### config.mk
export PLATFORM = sky130hd
export DESIGN_NAME = seven_segment_number_formatter
export DESIGN_NICKNAME = d
export VERILOG_FILES = /design/src/sv/ssnf_pkg.sv /design/src/sv/ssnf_seq.sv /design/src/sv/ssnf_div.sv /design/src/sv/ssnf_dp.sv /design/src/sv/seven_segment_number_formatter.sv
export SDC_FILE = /design/constraint.sdc
export NUM_CORES = 1
export LEC_CHECK = 0
export BUFFER_PORTS_ARGS = -buffer_cell sky130_fd_sc_hd__buf_4
export CAP_MARGIN = 5
export CORE_MARGIN = 3
export CORE_UTILIZATION = 50
export CTS_BUF_LIST = sky130_fd_sc_hd__clkbuf_4 sky130_fd_sc_hd__clkbuf_8
export DETAILED_ROUTE_END_ITERATION = 16
export HOLD_SLACK_MARGIN = 0.15
export PLACE_DENSITY = 0.69
export REMOVE_ABC_BUFFERS = 1
export SLEW_MARGIN = 30
export SYNTH_ARGS = -nofsm -noshare
export SYNTH_HDL_FRONTEND = slang
export SYNTH_HIERARCHICAL = 1
export SYNTH_SLANG_ARGS = --single-unit
### constraint.sdc
create_clock -name clk -period 11.2 [get_ports clk]
set_input_delay 1.12 -clock clk [delete_from_list [all_inputs] [get_ports clk]]
set_output_delay 1.12 -clock clk [all_outputs]
set_load 0.1 [all_outputs]
### src/sv/ssnf_pkg.sv
package ssnf_pkg;

	localparam int DIGITS_DEF      = 2;
	localparam int MINUS_DIGIT_DEF = 1;
	localparam int ERROR_DIGIT_DEF = 0;
	localparam int MESSAGES_DEF    = 4;

	localparam int NUM_W   = 16;
	localparam int BASE_W  = 5;
	localparam int MSG_W   = 3;
	localparam int REQ_W   = 3;
	localparam int CIDX_W  = 3;
	localparam int STEP_W  = 4;

	localparam logic [REQ_W-1:0] REQ_SHOW    = 3'd0;
	localparam logic [REQ_W-1:0] REQ_MESSAGE = 3'd1;
	localparam logic [REQ_W-1:0] REQ_LAMP    = 3'd2;
	localparam logic [REQ_W-1:0] REQ_CLEAR   = 3'd3;
	localparam logic [REQ_W-1:0] REQ_SET_ERR = 3'd4;

	localparam logic [CIDX_W-1:0] CFG_ACTIVE_HIGH   = 3'd0;
	localparam logic [CIDX_W-1:0] CFG_HEX_DIGITS    = 3'd1;
	localparam logic [CIDX_W-1:0] CFG_SPECIAL_GUARD = 3'd2;
	localparam logic [CIDX_W-1:0] CFG_CODE_ONE_MIN  = 3'd3;
	localparam logic [CIDX_W-1:0] CFG_CODE_ONE_Q    = 3'd4;
	localparam logic [CIDX_W-1:0] CFG_CODE_ALL_MIN  = 3'd5;

	localparam logic [6:0] PAT_BLANK    = 7'h00;
	localparam logic [6:0] PAT_MINUS    = 7'h40;
	localparam logic [6:0] PAT_QUESTION = 7'h53;
	localparam logic [6:0] PAT_ALL      = 7'h7F;

	// microprogram addresses
	localparam logic [STEP_W-1:0] A_LOAD     = 4'd0;
	localparam logic [STEP_W-1:0] A_DISPATCH = 4'd1;
	localparam logic [STEP_W-1:0] A_BLANK    = 4'd2;
	localparam logic [STEP_W-1:0] A_DIV      = 4'd3;
	localparam logic [STEP_W-1:0] A_DIGIT    = 4'd4;
	localparam logic [STEP_W-1:0] A_FITCHK   = 4'd5;
	localparam logic [STEP_W-1:0] A_SIGN     = 4'd6;
	localparam logic [STEP_W-1:0] A_OVF      = 4'd7;
	localparam logic [STEP_W-1:0] A_SPECIAL  = 4'd8;
	localparam logic [STEP_W-1:0] A_MESSAGE  = 4'd9;
	localparam logic [STEP_W-1:0] A_LAMP     = 4'd10;
	localparam logic [STEP_W-1:0] A_CLEAR    = 4'd11;
	localparam logic [STEP_W-1:0] A_SET_ERR  = 4'd12;
	localparam logic [STEP_W-1:0] A_UNKNOWN  = 4'd13;
	localparam logic [STEP_W-1:0] A_EMIT     = 4'd14;
	localparam logic [STEP_W-1:0] A_SPARE    = 4'd15;

	typedef enum logic [3:0] {
		OP_NOP,
		OP_LOAD,
		OP_BLANK,
		OP_DIV,
		OP_DIGIT,
		OP_SIGN,
		OP_OVF,
		OP_SPECIAL,
		OP_MESSAGE,
		OP_LAMP,
		OP_CLEAR,
		OP_SET_ERR,
		OP_EMIT
	} op_t;

	typedef enum logic [2:0] {
		J_NEXT,
		J_ACCEPT,
		J_DISPATCH,
		J_COND,
		J_JUMP,
		J_EMIT
	} jmp_t;

	typedef enum logic [1:0] {
		C_SPECIAL,
		C_DIV_MORE,
		C_MORE_DIGITS,
		C_OVF
	} cond_t;

	typedef struct packed {
		op_t               op;
		jmp_t              jmp;
		cond_t             cond;
		logic [STEP_W-1:0] target;
	} cword_t;

	typedef struct packed {
		op_t  op;
		logic fire;
	} ctrl_t;

	typedef struct packed {
		logic             special;
		logic             div_last;
		logic             more_digits;
		logic             ovf;
		logic             out_full;
		logic [REQ_W-1:0] req;
	} stat_t;

	function automatic logic [7:0] polar(input logic [6:0] lit, input logic active_high);
		polar = active_high ? {1'b0, lit} : {1'b0, ~lit};
	endfunction

	function automatic logic [6:0] glyph(input logic [3:0] d);
		unique case (d)
			4'h0: glyph = 7'h3F;
			4'h1: glyph = 7'h06;
			4'h2: glyph = 7'h5B;
			4'h3: glyph = 7'h4F;
			4'h4: glyph = 7'h66;
			4'h5: glyph = 7'h6D;
			4'h6: glyph = 7'h7D;
			4'h7: glyph = 7'h07;
			4'h8: glyph = 7'h7F;
			4'h9: glyph = 7'h6F;
			4'hA: glyph = 7'h77;
			4'hB: glyph = 7'h7C;
			4'hC: glyph = 7'h39;
			4'hD: glyph = 7'h5E;
			4'hE: glyph = 7'h79;
			default: glyph = 7'h71;
		endcase
	endfunction

	// right character of a message, shown on digit zero
	function automatic logic [6:0] msg_right(input logic [1:0] m);
		unique case (m)
			2'd0: msg_right = 7'h77;
			default: msg_right = 7'h00;
		endcase
	endfunction

	// left character of a message, shown on digit one
	function automatic logic [6:0] msg_left(input logic [1:0] m);
		unique case (m)
			2'd0: msg_left = 7'h76;
			2'd1: msg_left = 7'h08;
			2'd2: msg_left = 7'h01;
			default: msg_left = 7'h00;
		endcase
	endfunction

endpackage

### src/sv/ssnf_seq.sv
module ssnf_seq
	import ssnf_pkg::*;
(
	input  logic  clk,
	input  logic  arst_n,
	input  logic  in_valid,
	output logic  in_ready,
	input  stat_t stat,
	output ctrl_t ctrl
);

	logic [STEP_W-1:0] step_q;
	logic [STEP_W-1:0] step_d;
	logic [STEP_W-1:0] step_inc;
	logic [STEP_W-1:0] disp;
	cword_t            cw;
	logic              cond_true;

	function automatic cword_t ucode(input logic [STEP_W-1:0] a);
		unique case (a)
			A_LOAD:     ucode = '{OP_LOAD,    J_ACCEPT,   C_SPECIAL,     A_DISPATCH};
			A_DISPATCH: ucode = '{OP_NOP,     J_DISPATCH, C_SPECIAL,     A_BLANK};
			A_BLANK:    ucode = '{OP_BLANK,   J_COND,     C_SPECIAL,     A_SPECIAL};
			A_DIV:      ucode = '{OP_DIV,     J_COND,     C_DIV_MORE,    A_DIV};
			A_DIGIT:    ucode = '{OP_DIGIT,   J_COND,     C_MORE_DIGITS, A_DIV};
			A_FITCHK:   ucode = '{OP_NOP,     J_COND,     C_OVF,         A_OVF};
			A_SIGN:     ucode = '{OP_SIGN,    J_JUMP,     C_SPECIAL,     A_EMIT};
			A_OVF:      ucode = '{OP_OVF,     J_JUMP,     C_SPECIAL,     A_EMIT};
			A_SPECIAL:  ucode = '{OP_SPECIAL, J_JUMP,     C_SPECIAL,     A_EMIT};
			A_MESSAGE:  ucode = '{OP_MESSAGE, J_JUMP,     C_SPECIAL,     A_EMIT};
			A_LAMP:     ucode = '{OP_LAMP,    J_JUMP,     C_SPECIAL,     A_EMIT};
			A_CLEAR:    ucode = '{OP_CLEAR,   J_JUMP,     C_SPECIAL,     A_EMIT};
			A_SET_ERR:  ucode = '{OP_SET_ERR, J_JUMP,     C_SPECIAL,     A_EMIT};
			A_UNKNOWN:  ucode = '{OP_NOP,     J_JUMP,     C_SPECIAL,     A_EMIT};
			A_EMIT:     ucode = '{OP_EMIT,    J_EMIT,     C_SPECIAL,     A_LOAD};
			default:    ucode = '{OP_NOP,     J_JUMP,     C_SPECIAL,     A_LOAD};
		endcase
	endfunction

	assign cw       = ucode(step_q);
	assign in_ready = (cw.jmp == J_ACCEPT);
	assign step_inc = step_q + 1'b1;

	always_comb begin
		unique case (cw.cond)
			C_SPECIAL:     cond_true = stat.special;
			C_DIV_MORE:    cond_true = !stat.div_last;
			C_MORE_DIGITS: cond_true = stat.more_digits;
			default:       cond_true = stat.ovf;
		endcase
	end

	always_comb begin
		unique case (stat.req)
			REQ_SHOW:    disp = A_BLANK;
			REQ_MESSAGE: disp = A_MESSAGE;
			REQ_LAMP:    disp = A_LAMP;
			REQ_CLEAR:   disp = A_CLEAR;
			REQ_SET_ERR: disp = A_SET_ERR;
			default:     disp = A_UNKNOWN;
		endcase
	end

	always_comb begin
		ctrl.op   = cw.op;
		ctrl.fire = 1'b1;
		step_d    = step_inc;
		unique case (cw.jmp)
			J_NEXT: begin
				step_d = step_inc;
			end
			J_ACCEPT: begin
				ctrl.fire = in_valid;
				step_d    = in_valid ? step_inc : step_q;
			end
			J_DISPATCH: begin
				step_d = disp;
			end
			J_COND: begin
				step_d = cond_true ? cw.target : step_inc;
			end
			J_JUMP: begin
				step_d = cw.target;
			end
			default: begin
				ctrl.fire = !stat.out_full;
				step_d    = stat.out_full ? step_q : cw.target;
			end
		endcase
	end

	always_ff @(posedge clk or negedge arst_n) begin
		if (!arst_n) begin
			step_q <= A_LOAD;
		end else begin
			step_q <= step_d;
		end
	end

endmodule

### src/sv/ssnf_div.sv
module ssnf_div
	import ssnf_pkg::*;
(
	input  logic              clk,
	input  logic              arst_n,
	input  logic              load,
	input  logic [NUM_W-1:0]  mag_in,
	input  logic              init,
	input  logic              step,
	input  logic [BASE_W-1:0] base,
	output logic [NUM_W-1:0]  mag,
	output logic [BASE_W-1:0] rem,
	output logic              last
);

	localparam int BITS_PER_STEP = 4;

	logic [NUM_W-1:0]  mag_q;
	logic [BASE_W-1:0] rem_q;
	logic [1:0]        cnt_q;
	logic [NUM_W-1:0]  mag_n;
	logic [BASE_W-1:0] rem_n;

	// restoring division, four quotient bits per cycle while step is asserted
	always_comb begin
		mag_n = mag_q;
		rem_n = rem_q;
		for (int i = 0; i < BITS_PER_STEP; i++) begin
			rem_n = {rem_n[BASE_W-2:0], mag_n[NUM_W-1]};
			mag_n = {mag_n[NUM_W-2:0], 1'b0};
			if (rem_n >= base) begin
				rem_n    = rem_n - base;
				mag_n[0] = 1'b1;
			end
		end
	end

	always_ff @(posedge clk or negedge arst_n) begin
		if (!arst_n) begin
			cnt_q <= '0;
		end else if (init) begin
			cnt_q <= '0;
		end else if (step) begin
			cnt_q <= cnt_q + 1'b1;
		end
	end

	always_ff @(posedge clk) begin
		if (load) begin
			mag_q <= mag_in;
		end else if (step) begin
			mag_q <= mag_n;
		end
		if (init) begin
			rem_q <= '0;
		end else if (step) begin
			rem_q <= rem_n;
		end
	end

	assign mag  = mag_q;
	assign rem  = rem_q;
	assign last = (cnt_q == 2'd3);

endmodule

### src/sv/ssnf_dp.sv
module ssnf_dp
	import ssnf_pkg::*;
#(
	parameter int DIGITS      = DIGITS_DEF,
	parameter int MINUS_DIGIT = MINUS_DIGIT_DEF,
	parameter int ERROR_DIGIT = ERROR_DIGIT_DEF,
	parameter int MESSAGES    = MESSAGES_DEF
) (
	input  logic                     clk,
	input  logic                     arst_n,
	input  ctrl_t                    ctrl,
	output stat_t                    stat,
	input  logic [REQ_W-1:0]         req_type,
	input  logic signed [NUM_W-1:0]  number,
	input  logic [BASE_W-1:0]        base,
	input  logic [MSG_W-1:0]         message_index,
	input  logic                     error_on,
	input  logic                     cfg_we,
	input  logic [CIDX_W-1:0]        cfg_index,
	input  logic [NUM_W-1:0]         cfg_data,
	output logic                     out_valid,
	input  logic                     out_ready,
	output logic [15:0]              out_word,
	output logic                     out_ovf
);

	localparam int  IDX_W     = (DIGITS > 1) ? $clog2(DIGITS) : 1;
	localparam bit  HAS_ERR   = (ERROR_DIGIT < DIGITS);
	localparam bit  HAS_MINUS = (MINUS_DIGIT < DIGITS);
	localparam logic [IDX_W-1:0] ERR_IDX   = IDX_W'(HAS_ERR ? ERROR_DIGIT : 0);
	localparam logic [IDX_W-1:0] MINUS_IDX = IDX_W'(HAS_MINUS ? MINUS_DIGIT : 0);
	localparam logic [IDX_W-1:0] HI_IDX    = IDX_W'((DIGITS > 1) ? 1 : 0);
	localparam logic [IDX_W-1:0] LAST_IDX  = IDX_W'(DIGITS - 1);

	logic                    active_high_q;
	logic                    hex_digits_q;
	logic signed [NUM_W-1:0] guard_q;
	logic signed [NUM_W-1:0] code_one_min_q;
	logic signed [NUM_W-1:0] code_one_q_q;
	logic signed [NUM_W-1:0] code_all_min_q;

	logic [7:0]              buf_q [DIGITS];
	logic [7:0]              buf_d [DIGITS];
	logic signed [NUM_W-1:0] num_q;
	logic [REQ_W-1:0]        req_q;
	logic [MSG_W-1:0]        msg_q;
	logic                    eon_q;
	logic                    neg_q;
	logic                    special_q;
	logic [BASE_W-1:0]       base_q;
	logic                    err_q;
	logic                    ovf_q;
	logic [IDX_W-1:0]        idx_q;
	logic                    out_valid_q;
	logic [15:0]             out_word_q;
	logic                    out_ovf_q;

	logic [BASE_W-1:0]       base_sat;
	logic [BASE_W-1:0]       base_max;
	logic [NUM_W-1:0]        mag_in;
	logic [NUM_W-1:0]        mag;
	logic [BASE_W-1:0]       rem;
	logic                    div_last;
	logic                    load;
	logic [7:0]              blank;
	logic [7:0]              minus;
	logic [7:0]              quest;

	assign load     = (ctrl.op == OP_LOAD) && ctrl.fire;
	assign base_max = hex_digits_q ? BASE_W'(16) : BASE_W'(10);
	assign base_sat = (base < BASE_W'(2)) ? BASE_W'(2) : ((base > base_max) ? base_max : base);
	assign mag_in   = number[NUM_W-1] ? NUM_W'(-number) : NUM_W'(number);
	assign blank    = polar(PAT_BLANK, active_high_q);
	assign minus    = polar(PAT_MINUS, active_high_q);
	assign quest    = polar(PAT_QUESTION, active_high_q);

	ssnf_div u_div (
		.clk    (clk),
		.arst_n (arst_n),
		.load   (load),
		.mag_in (mag_in),
		.init   ((ctrl.op == OP_BLANK) || (ctrl.op == OP_DIGIT)),
		.step   (ctrl.op == OP_DIV),
		.base   (base_q),
		.mag    (mag),
		.rem    (rem),
		.last   (div_last)
	);

	always_comb begin
		stat.special     = special_q;
		stat.div_last    = div_last;
		stat.more_digits = (mag != '0) && (idx_q != LAST_IDX);
		stat.ovf         = (mag != '0);
		stat.out_full    = out_valid_q && !out_ready;
		stat.req         = req_q;
	end

	always_comb begin
		buf_d = buf_q;
		unique case (ctrl.op)
			OP_BLANK: begin
				for (int i = 0; i < DIGITS; i++) buf_d[i] = blank;
			end
			OP_DIGIT: begin
				buf_d[idx_q] = polar(glyph(rem[3:0]), active_high_q);
			end
			OP_SIGN: begin
				if (HAS_MINUS && neg_q) buf_d[MINUS_IDX][7] = 1'b1;
				if (HAS_ERR) buf_d[ERR_IDX][7] = buf_d[ERR_IDX][7] | err_q;
			end
			OP_OVF: begin
				for (int i = 0; i < DIGITS; i++) buf_d[i] = minus;
			end
			OP_SPECIAL: begin
				if (num_q == code_one_min_q) begin
					buf_d[0] = minus;
				end else if (num_q == code_one_q_q) begin
					buf_d[0] = quest;
				end else if (num_q == code_all_min_q) begin
					for (int i = 0; i < DIGITS; i++) buf_d[i] = minus;
				end else begin
					for (int i = 0; i < DIGITS; i++) buf_d[i] = quest;
				end
				if (HAS_ERR) buf_d[ERR_IDX][7] = buf_d[ERR_IDX][7] | err_q;
			end
			OP_MESSAGE: begin
				if (int'(msg_q) < MESSAGES && msg_q < MSG_W'(4)) begin
					buf_d[0] = polar(msg_right(msg_q[1:0]), active_high_q);
					if (DIGITS > 1) buf_d[HI_IDX] = polar(msg_left(msg_q[1:0]), active_high_q);
				end
				if (HAS_ERR) buf_d[ERR_IDX][7] = buf_d[ERR_IDX][7] | err_q;
			end
			OP_LAMP: begin
				for (int i = 0; i < DIGITS; i++) buf_d[i] = polar(PAT_ALL, active_high_q) | 8'h80;
			end
			OP_CLEAR: begin
				for (int i = 0; i < DIGITS; i++) buf_d[i] = blank;
				if (HAS_ERR) buf_d[ERR_IDX][7] = err_q;
			end
			OP_SET_ERR: begin
				if (HAS_ERR) buf_d[ERR_IDX][7] = eon_q;
			end
			default: begin
				buf_d = buf_q;
			end
		endcase
	end

	always_ff @(posedge clk or negedge arst_n) begin
		if (!arst_n) begin
			for (int i = 0; i < DIGITS; i++) buf_q[i] <= '0;
			active_high_q  <= 1'b1;
			hex_digits_q   <= 1'b0;
			guard_q        <= 16'sd32000;
			code_one_min_q <= 16'sd32001;
			code_one_q_q   <= 16'sd32002;
			code_all_min_q <= 16'sd32003;
			out_valid_q    <= 1'b0;
			idx_q          <= '0;
			ovf_q          <= 1'b0;
		end else begin
			buf_q <= buf_d;
			if (cfg_we) begin
				case (cfg_index)
					CFG_ACTIVE_HIGH:   active_high_q  <= cfg_data[0];
					CFG_HEX_DIGITS:    hex_digits_q   <= cfg_data[0];
					CFG_SPECIAL_GUARD: guard_q        <= cfg_data;
					CFG_CODE_ONE_MIN:  code_one_min_q <= cfg_data;
					CFG_CODE_ONE_Q:    code_one_q_q   <= cfg_data;
					CFG_CODE_ALL_MIN:  code_all_min_q <= cfg_data;
					default: ;
				endcase
			end
			if (load) begin
				ovf_q <= 1'b0;
			end else if (ctrl.op == OP_OVF) begin
				ovf_q <= 1'b1;
			end
			if (ctrl.op == OP_BLANK) begin
				idx_q <= '0;
			end else if (ctrl.op == OP_DIGIT) begin
				idx_q <= idx_q + 1'b1;
			end
			if (ctrl.op == OP_EMIT && ctrl.fire) begin
				out_valid_q <= 1'b1;
			end else if (out_ready) begin
				out_valid_q <= 1'b0;
			end
		end
	end

	always_ff @(posedge clk) begin
		if (load) begin
			num_q     <= number;
			req_q     <= req_type;
			msg_q     <= message_index;
			eon_q     <= error_on;
			neg_q     <= number[NUM_W-1];
			special_q <= (number > guard_q);
			base_q    <= base_sat;
			err_q     <= HAS_ERR ? buf_q[ERR_IDX][7] : 1'b0;
		end
		if (ctrl.op == OP_EMIT && ctrl.fire) begin
			out_word_q <= {(DIGITS > 1) ? buf_q[HI_IDX] : 8'h00, buf_q[0]};
			out_ovf_q  <= ovf_q;
		end
	end

	assign out_valid = out_valid_q;
	assign out_word  = out_word_q;
	assign out_ovf   = out_ovf_q;

endmodule

### src/sv/seven_segment_number_formatter.sv
// Seven-segment number formatter. Each request on the slave stream updates a buffer of
// DIGITS segment bytes (segments a..g in bits 0..6, point in bit 7) and returns digits
// zero and one packed into m_axis_tdata, with tuser flagging an overflowing number.
// One request is handled at a time by a small microprogram. A non-number request passes
// through load, dispatch, its own step and emit. A number is first blanked; each digit is
// then produced by the shared divider, which retires four quotient bits a cycle, followed
// by a step to write the glyph; a special code goes from blanking to its pattern. A result
// waits in the output register while the next request is accepted. Configuration writes
// are taken every cycle and must only be issued while no request is in flight.
module seven_segment_number_formatter
	import ssnf_pkg::*;
#(
	parameter int DIGITS      = DIGITS_DEF,
	parameter int MINUS_DIGIT = MINUS_DIGIT_DEF,
	parameter int ERROR_DIGIT = ERROR_DIGIT_DEF,
	parameter int MESSAGES    = MESSAGES_DEF
) (
	input  logic              clk,
	input  logic              arst_n,
	input  logic              s_axis_tvalid,
	output logic              s_axis_tready,
	input  logic [31:0]       s_axis_tdata,  // number, base, message_index, error_on
	input  logic [REQ_W-1:0]  s_axis_tuser,  // req_type
	output logic              m_axis_tvalid,
	input  logic              m_axis_tready,
	output logic [15:0]       m_axis_tdata,  // display_word
	output logic [0:0]        m_axis_tuser,  // overflowed
	input  logic              cfg_valid,
	output logic              cfg_ready,
	input  logic [CIDX_W-1:0] cfg_index,
	input  logic [NUM_W-1:0]  cfg_data
);

	ctrl_t ctrl;
	stat_t stat;

	assign cfg_ready = 1'b1;

	ssnf_seq u_seq (
		.clk      (clk),
		.arst_n   (arst_n),
		.in_valid (s_axis_tvalid),
		.in_ready (s_axis_tready),
		.stat     (stat),
		.ctrl     (ctrl)
	);

	ssnf_dp #(
		.DIGITS      (DIGITS),
		.MINUS_DIGIT (MINUS_DIGIT),
		.ERROR_DIGIT (ERROR_DIGIT),
		.MESSAGES    (MESSAGES)
	) u_dp (
		.clk           (clk),
		.arst_n        (arst_n),
		.ctrl          (ctrl),
		.stat          (stat),
		.req_type      (s_axis_tuser),
		.number        (s_axis_tdata[15:0]),
		.base          (s_axis_tdata[20:16]),
		.message_index (s_axis_tdata[23:21]),
		.error_on      (s_axis_tdata[24]),
		.cfg_we        (cfg_valid && cfg_ready),
		.cfg_index     (cfg_index),
		.cfg_data      (cfg_data),
		.out_valid     (m_axis_tvalid),
		.out_ready     (m_axis_tready),
		.out_word      (m_axis_tdata),
		.out_ovf       (m_axis_tuser[0])
	);

	a_one_in_flight: assert property (@(posedge clk) disable iff (!arst_n)
		s_axis_tvalid && s_axis_tready |=> !s_axis_tready)
		else $error("request accepted while another is in flight");

	a_result_after_work: assert property (@(posedge clk) disable iff (!arst_n)
		$rose(m_axis_tvalid) |-> !$past(s_axis_tready))
		else $error("result raised without a request being processed");

	a_ovf_no_points: assert property (@(posedge clk) disable iff (!arst_n)
		m_axis_tvalid && m_axis_tuser[0] |-> !m_axis_tdata[7] && !m_axis_tdata[15])
		else $error("overflow result carries a lit point");

endmodule
==> impl_metrics.csv <==
group,metric,value,unit
clock_tree,clock_tree.buffer_depth,2,
route,avgRoutedWirePerCell,17.6,um
clock_tree,cts_sinks,158,
clock_tree,clock_latency,0.45,ns
timing,skew,0.0170,ns
floorplanning,pin_count,79,
timing,finalHoldViolCount,0,
worst_setup_path,end_kind,"register",
finish,fillCellCount,1552,
worst_setup_path,cp_max_fo,9,
timing,setup-tns-final,0,ns
timing,slew_headroom,37.3,%
timing,final_max_slew_viol_count,0,
route,firstDrtPassIters,5,
worst_hold_path,holdCritPathClass,"register to register",
worst_setup_path,r2r_cells,22,
finish,diodes,0,
worst_setup_path,worstReg2RegStart,"u_dp/base_q[1]",
clock_tree,cts_root_buffer,"clkbuf_8",
clock_tree,cts_buffers,17,
floorplanning,die_area,20600,um2
route,final_antenna_net_count,0,
placed_design,io_buffers,70,
global_routing,grt_max_degree,72,
finish,final_cell_mix,"buf_4 (75), mux2_2 (70), edfxtp_1 (63), dfrtp_1 (62), nand2_1 (58)",
job,cap_viol_max_count,0,
floorplanning,start_util,51.7,%
logic_synthesis,avgSynthCellArea,11.0,um2
route,drc_errors,0,
worst_setup_path,slowest_delay,0.55,ns
timing,post-route-period-util,55.9,%
worst_hold_path,hold_depth,0,
floorplanning,rows,49,
logic_synthesis,ys.warnings.count,6,
floorplanning,core_area,18300,um2
clock_tree,hold_buffers,0,
power_and_ir_drop,power_leakage,0.00432,uW
clock_tree,clk_pin_slew,0.09,ns
route,num_vias,6690,
placed_design,gp_congestion,0.837,
worst_setup_path,worstPathArrival,6.64,ns
timing,timing.fmax,160,MHz
worst_setup_path,required,11.57,ns
status,run_status,"finished, final reports clean",
global_routing,grt_overflow,0,
timing,grt_setup_unrepaired,"no",
clock_tree,cts_setup_buffers,0,
global_routing,grt_pass1_wl,33.1,mm
route,vias_per_cell,5.75,
clock_tree,ctsResizeCount,0,
worst_setup_path,cp_cell_sequence,"inv_1 -> ha_1 -> nand2_1 -> o21a_1 -> o21ai_0 -> mux2_2 -> ha_1 -> inv_1 -> o31ai_4 -> mux2i_1 -> ha_1 -> a21oi_1 -> o21a_1 -> o21ai_2 -> nor4_1 -> nor2_1 -> ha_1 -> a21o_1 -> a31oi_1 -> o21ai_1 -> or4b_1 -> a21oi_1",
worst_setup_path,crit_type,"register to register",
worst_setup_path,rrSetupSlack,4.94,ns
worst_setup_path,cp_slowest_cell,"or4b_1",
timing,setup_viol,0,
floorplanning,die_h,143,um
finish,nNetsFinal,1035,
global_routing,grt_pass1_vias,6481,
finish,drive_above_1_share,25.0,%
logic_synthesis,synthCells,860,
finish,area_growth_syn_to_layout,11.8,%
placed_design,detailed_place_hpwl,15.0,mm
global_routing,grt_usage,20.5,%
power_and_ir_drop,cellPowerDensity,343,nW/um2
worst_setup_path,cp_common_cell,"ha_1",
finish,final_common_cell,"buf_4",
finish,fin_util,57.8,%
worst_setup_path,startpoint_type,"register",
clock_tree,tritoncts,"built",
timing,tightest_slew,0.938,ns
floorplanning,die_width,143,um
route,wirelength,20.5,mm
power_and_ir_drop,peakVddDrop,0.274,mV
worst_hold_path,min_to,"u_dp/out_word[6]",
timing,finalCriticalPeriod,6.26,ns
clock_tree,h-tree-depth,4,
route,drt-initial-drc-count,503,
worst_setup_path,worstReg2RegEnd,"u_dp/u_div/rem[2]",
global_routing,antenna_found_initial,0,
logic_synthesis,synth_area,9440,um2
-- flip-flops by register name, indices dropped and copies added (netlist names), 2 cells and up, named ones only --
name                 flops
u_dp/base_q              5
u_dp/buf_q               2
u_dp/code_all_min_q     16
u_dp/code_one_min_q     16
u_dp/code_one_q_q       16
u_dp/guard_q            16
u_dp/msg_q               3
u_dp/num_q              16
u_dp/out_word           16
u_dp/req_q               3
u_dp/u_div/cnt_q         2
u_dp/u_div/mag          16
u_dp/u_div/rem           4
u_seq/step_q             4
-- final cells by class --
| type | count | area [um2] | area share (%) |
|---|---|---|---|
| multi-input cells | 613 | 4790 | 45.4 |
| inverters | 55 | 206 | 1.96 |
| clock buffers | 18 | 241 | 2.29 |
| flip-flops and latches | 158 | 4290 | 40.6 |
| clock inverters | 14 | 156 | 1.48 |
| repair buffers | 77 | 586 | 5.55 |
| well taps | 229 | 287 | 2.71 |
-- worst max-delay path, delay by kind of cell (launching register included) --
family	cells	cell delay, ns
fa+ha+maj	4	1.35
mux	2	0.76
buf+inv	2	0.30
compound gates	10	2.29
simple gates	4	1.02
flops	1	0.45
-- per-stage QoR --
stage / setup slack (ns) / std cells / cell area (um2) / total power [uW] / hold WS [ns]
2_1_floorplan: 5.93 / 826 / 9270 / 2710 / 0.421
3_3_place_gp: 5.05 / 1131 / 10100 / 3140 / 0.432
3_5_place_dp: 4.98 / 1132 / 10200 / 3180 / 0.432
4_1_cts: 4.95 / 1164 / 10600 / 3630 / 0.453
5_1_grt: 4.50 / 1164 / 10600 / 3950 / 0.474
6_report: 4.94 / 1164 / 10600 / 3620 / 0.448
-- metal layers --
layer  vias up  global-route usage, %  wire (um)
met1      3270                   29.4       9790
met4         0                   6.49        485
met2       162                   31.7       9400
li1       3234                      -          -
met3        24                   3.56        816
met5         -                      0          0
-- worst max-delay path by stage --
| stage | start | end | slack, ns |
|---|---|---|---|
| after floorplan | u_dp/base_q[1] | u_dp/u_div/rem[2] | 5.93 |
| after global placement | u_dp/base_q[1] | u_dp/u_div/rem[2] | 5.05 |
| after detailed placement | u_dp/base_q[1] | u_dp/u_div/rem[2] | 4.98 |
| after CTS | u_dp/base_q[1] | u_dp/u_div/rem[2] | 4.95 |
| after global routing | u_dp/base_q[1] | u_dp/u_div/rem[2] | 4.50 |
| final | u_dp/base_q[1] | u_dp/u_div/rem[2] | 4.94 |
-- power by group --
part	leakage, uW	internal (uW)	total [uW]	switching [uW]
combinational	0.00245	878	2140	1260
sequential	0.00167	887	1060	170
clock	0.000191	205	429	224
total	0.00432	1970	3620	1650
(Power assumes the default switching activity.)
